===== src/hdl/natr_pkg.sv =====
// Shared types and constants of the node availability timeline block.
package natr_pkg;

  // Operation codes carried in the input tuser.
  localparam logic [1:0] OP_CLEAR = 2'd0;
  localparam logic [1:0] OP_ADD   = 2'd1;
  localparam logic [1:0] OP_PLACE = 2'd2;

  // Fixed field widths of the input and result transactions.
  localparam int TIME_W = 32;
  localparam int NODE_W = 16;
  localparam int SLOT_W = 7;
  localparam int COUNT_W = 8;

  // Commands from the controller to the datapath.
  typedef struct packed {
    logic capture;     // latch the input transaction, clear result flags
    logic exec;        // perform clear or add on the latched item
    logic up_issue;    // read the next entry of the upward minimum scan
    logic up_eval;     // evaluate read data for the minimum scan
    logic set_fits;    // record that the job fits now
    logic down_init;   // start the downward suffix scan at the last entry
    logic down_issue;  // read the next entry of the downward scan
    logic down_eval;   // evaluate read data and subtract from the suffix
    logic load_out;    // load the result register
  } cmd_t;

  // Status from the datapath to the controller.
  typedef struct packed {
    logic [1:0] op;
    logic       used_zero;
    logic       up_done;
    logic       down_done;
    logic       fits;
  } sts_t;

endpackage


===== src/hdl/natr_ctrl.sv =====
// Controller state machine of the node availability timeline block.
module natr_ctrl (
  input  logic            clk,
  input  logic            rst_n,
  input  logic            in_tvalid,
  output logic            in_tready,
  output logic            out_tvalid,
  input  logic            out_tready,
  input  natr_pkg::sts_t  sts,
  output natr_pkg::cmd_t  cmd
);

  typedef enum logic [2:0] {
    S_IDLE,
    S_EXEC,
    S_UP,
    S_DECIDE,
    S_DOWN,
    S_FIN
  } state_t;

  state_t state_r, state_nxt;
  logic   out_tvalid_r, out_tvalid_nxt;

  assign in_tready  = (state_r == S_IDLE);
  assign out_tvalid = out_tvalid_r;

  always_comb begin
    cmd            = '0;
    state_nxt      = state_r;
    cmd.capture    = (state_r == S_IDLE) && in_tvalid;
    cmd.exec       = (state_r == S_EXEC);
    cmd.up_issue   = (state_r == S_UP) && !sts.up_done;
    cmd.up_eval    = (state_r == S_UP);
    cmd.set_fits   = (state_r == S_DECIDE) && sts.fits;
    cmd.down_init  = (state_r == S_DECIDE) && !sts.fits;
    cmd.down_issue = (state_r == S_DOWN) && !sts.down_done;
    cmd.down_eval  = (state_r == S_DOWN);
    cmd.load_out   = (state_r == S_FIN) && (!out_tvalid_r || out_tready);
    unique case (state_r)
      S_IDLE: begin
        if (in_tvalid) state_nxt = S_EXEC;
      end
      S_EXEC: begin
        if (sts.op == natr_pkg::OP_PLACE && !sts.used_zero) state_nxt = S_UP;
        else state_nxt = S_FIN;
      end
      S_UP: begin
        if (sts.up_done) state_nxt = S_DECIDE;
      end
      S_DECIDE: begin
        if (sts.fits) state_nxt = S_FIN;
        else state_nxt = S_DOWN;
      end
      S_DOWN: begin
        if (sts.down_done) state_nxt = S_FIN;
      end
      S_FIN: begin
        if (cmd.load_out) state_nxt = S_IDLE;
      end
      default: state_nxt = S_IDLE;
    endcase
    if (cmd.load_out) out_tvalid_nxt = 1'b1;
    else if (out_tready) out_tvalid_nxt = 1'b0;
    else out_tvalid_nxt = out_tvalid_r;
  end

  always_ff @(posedge clk) begin
    if (!rst_n) begin
      state_r      <= S_IDLE;
      out_tvalid_r <= 1'b0;
    end else begin
      state_r      <= state_nxt;
      out_tvalid_r <= out_tvalid_nxt;
    end
  end

endmodule


===== config.mk =====
export PLATFORM = sky130hd
export DESIGN_NAME = natr_ctrl
export DESIGN_NICKNAME = d
export VERILOG_FILES = /design/src/hdl/natr_pkg.sv /design/src/hdl/natr_ctrl.sv
export SDC_FILE = /design/constraint.sdc
export NUM_CORES = 1
export LEC_CHECK = 0
export BUFFER_PORTS_ARGS = -buffer_cell sky130_fd_sc_hd__buf_2
export CAP_MARGIN = 20
export CORE_AREA = 10 10 47 49
export CTS_CLUSTER_DIAMETER = 80
export DETAILED_ROUTE_END_ITERATION = 8
export DIE_AREA = 0 0 57 59
export HOLD_SLACK_MARGIN = 0.12
export PLACE_DENSITY_LB_ADDON = 0.05
export SLEW_MARGIN = 20
export SYNTH_ARGS = -nofsm -noshare
export SYNTH_HDL_FRONTEND = slang
export SYNTH_SLANG_ARGS = --single-unit

===== constraint.sdc =====
create_clock -name clk -period 1.3 [get_ports clk]
set_input_delay 0.195 -clock clk [delete_from_list [all_inputs] [get_ports clk]]
set_output_delay 0.195 -clock clk [all_outputs]
set_load 0.03 [all_outputs]

==> results by group <==
Logic synthesis
  – Warnings, synthesis: 0
  – #FFs+latches synth: 4
  – Post-Syn Area per Cell: 8.401 µm²
  – Top cell type's share of synthesized area: 0.2270
  – Seq/Total Area, Yosys: 0.2270
  – Syn Inst Count: 42
  – Syn_nets: 52
  – Mapped Area: 352.8 µm²
  – Synth Area in Adders: 0
  – Synth Area in Simple Gates: 0.5319
  – Largest family of logic cells by synthesized area: simple AND/OR/NAND/NOR gates
  – Xor/xnor share of the synthesized area: 0
  – Synth cell types: 25
  – Largest cells by area after synthesis: dfxtp_1, nor3b_2, nor4b_4
  – Post-synthesis mux area share: 0.02837
  – Top cell type by total area after synthesis: dfxtp_1
  – Complex-gate fraction of the synthesized area: 0.1489

Final layout
  – Number of fill cells: 141
  – Post-Route Utilization: 0.5232
  – Final net count: 93
  – Antenna diodes: 0
  – Post-synthesis to final-layout area growth: 107.8%
  – Fin area: 733.2 µm²
  – Share of layout cells above drive strength 1: 0.7160

Job
  – Max Cap Viol: 0

Setup path
  – Critical path class: reg2out
  – Slowest stage delay, CP: 0.36 ns
  – Critical path required time: 1.11 ns
  – CP Launch Type: flip-flop
  – Critical path fanouts, max: 6
  – Kind of end point of the critical path: primary output
  – Critical Path Most Common Cell: buf_6
  – Worst reg2reg path depth: 5
  – CP max-delay cell: dfxtp_4
  – Reg-to-reg slack, setup: 0.08 ns
  – Worst path cell trace: buf_6 -> nor4b_4 -> buf_6
  – Critical R2R Launch: state_r[1]$_SDFFE_PN0P_
  – Arr. time, crit path: 1.16 ns
  – Worst R2R End: state_r[2]$_SDFFE_PN0P_

Worst hold path
  – Hold EP: state_r[2]$_SDFFE_PN0P_
  – Hold depth: 2
  – Worst hold start: rst_n
  – Min-Delay Path Class: in2reg

CTS
  – Worst-skew pair later-pin latency: 0.24 ns
  – CTS tree: done
  – Clock root cell: clkbuf_4
  – Worst-path clk slew: 0.04 ns
  – Max Root-Sink Buffers: 2
  – Clk sinks: 4
  – CTS buffer count: 3
  – Htree depth: 1

Route
  – Routed WL per cell: 12.37 µm
  – Via/cell ratio: 4.485
  – First-pass DRT Iterations: 3
  – Number of routed nets with antenna violations: 0
  – DRC Markers: 0
  – Routed via count: 435
  – Final wirelength: 1200 µm
  – Drt initial violations: 5

Power and ir drop
  – Pwr dens: 947.4 nW/µm²
  – Worst VDD drop: 0.4042 mV
  – Leakage: 0.3383 nW

Floorplanning
  – Row count: 14
  – Die ar.: 3363 µm²
  – Die width: 57 µm
  – IO Pins: 21
  – Starting Density: 0.2518
  – Die Height: 59 µm
  – Core footprint: 1401 µm²

STA
  – Setup ws final: -0.05081 ns
  – Unrepaired setup endpoints after global routing: true
  – Period utilization: 1.039
  – Setup-failing EPs final: 5
  – Setup Skew: 0.004438 ns
  – Hold Violations, Final: 0
  – Least-Margin Pin Slew: 0.1793 ns
  – Period minus WS final: 1.351 ns
  – Worst slew margin: 0.8771
  – Total negative slack: -0.1490 ns
  – Fmax achieved: 740.3 MHz
  – Final Max Tran Viols: 0

Global routing
  – Initial antenna violation count: 0
  – Vias in the first global route: 457
  – Total gr overflow: 0
  – GRT Total Usage: 0.07233
  – First-pass GRT wire length: 1973 µm
  – Largest net degree at the start of global routing: 8

Placed design
  – Port bufs: 20
  – Dpl cell area: 558.0 µm²
  – Hpwl dp: 846.9 µm
  – Gp weighted congestion: 0.7090

Outcome
  – Outcome: complete, but fails checks
  – Failing checks: setup timing
cell type report:
cell class	count	area, µm²	area share
repair buffers	40	306.5	0.4181
multi-input cells	34	292.8	0.3993
flip-flops and latches	4	91.34	0.1246
clock buffers	3	22.52	0.03072
well taps	16	20.02	0.02730
synth_stat cells:
master / count
and2_1: 1
nor2b_1: 1
buf_4: 1
o21a_1: 1
a211oi_1: 1
nand3b_1: 1
nor4b_4: 1
mux2i_1: 1
buf_2: 3
o22ai_1: 1
nor3_1: 3
nor3b_1: 2
o211ai_1: 1
nor2_1: 5
nor3_2: 1
nand2_1: 2
nor3b_2: 2
nor4b_2: 1
and4b_1: 1
nor2b_2: 1
a21boi_1: 1
a21oi_1: 2
a31oi_1: 1
nand2b_1: 3
dfxtp_1: 4
worst max-delay path: cells and delay by family, from the launching register on:
kind | cells | cell delay, ns
buffers and inverters | 2 | 0.29
AND/OR/NAND/NOR | 1 | 0.27
flip-flops | 1 | 0.36
where the power goes:
group          internal (W)  leakage [nW]  switching (W)
Combinational      0.000195         0.290       0.000183
Sequential         0.000138        0.0348      0.0000202
Clock              0.000104        0.0138      0.0000555
sequential cells by signal, indices dropped and copies added, names as in the netlist:
| signal | cells |
|---|---|
| state_r | 3 |
| out_tvalid | 1 |
cell usage in the layout (no fill, tap or decap), types with 2 or more instances in the layout:
master and instances:
dfxtp_4 3, nor4b_4 2, nor2_1 4, nand2b_1 2, buf_4 20, buf_6 9, nor3b_2 4, buf_2 11
nor3_1 2, nand2_1 2, a21oi_1 2, clkbuf_4 3
per-layer routing:
metal  global-route usage  share of wire  vias up
li1                     -              -      229
met1              0.08005           0.47      192
met2               0.1116           0.46       14
met3              0.02790          0.068        0
met4              0.05034              0        0
met5                    0              0        -
stage by stage:
stage | worst slack [ns] | std cells | power (W) | hold slack [ns]
after CTS | -0.06329 | 94 | 0.0006751 | 0.2185
after detailed placement | -0.007991 | 84 | 0.0004447 | 0.4703
after floorplan | 0.002891 | 42 | 0.0003389 | 0.3125
final | -0.05081 | 97 | 0.0006946 | 0.2277
after global placement | -0.001586 | 84 | 0.0004471 | 0.4718
after global routing | -0.09920 | 97 | 0.0007446 | 0.2218
repair_timing:
item                                    in CTS  in global routing
resized for setup                           22                  6
endpoints found under the setup margin      10                 13
hold buffers                                 0                  0
hold endpoints to repair                     0                  0
pin swaps                                    3                  3
setup buffers                                7                  3
cell families (layout without fill, tap and decap cells):
kind of cell | Yosys count | after routing
buffers and inverters | 4 | 43
AO/OA/AOI/OAI | 8 | 8
AND/OR/NAND/NOR | 25 | 25
flip-flops | 4 | 4
multiplexers | 1 | 1
how the worst max path moves through the flow:
stage                     cells after the start     end  slack (ns)                     from
after floorplan                               3  cmd[8]       0.003  state_r[1]$_SDFFE_PN0P_
after global placement                        4  cmd[8]      -0.002  state_r[1]$_SDFFE_PN0P_
after detailed placement                      4  cmd[8]      -0.008  state_r[1]$_SDFFE_PN0P_
after CTS                                     4  cmd[8]       -0.06  state_r[2]$_SDFFE_PN0P_
after global routing                          4  cmd[8]        -0.1  state_r[1]$_SDFFE_PN0P_
final                                         3  cmd[6]       -0.05  state_r[2]$_SDFFE_PN0P_
No activity file was read; power rests on OpenSTA's default activity.
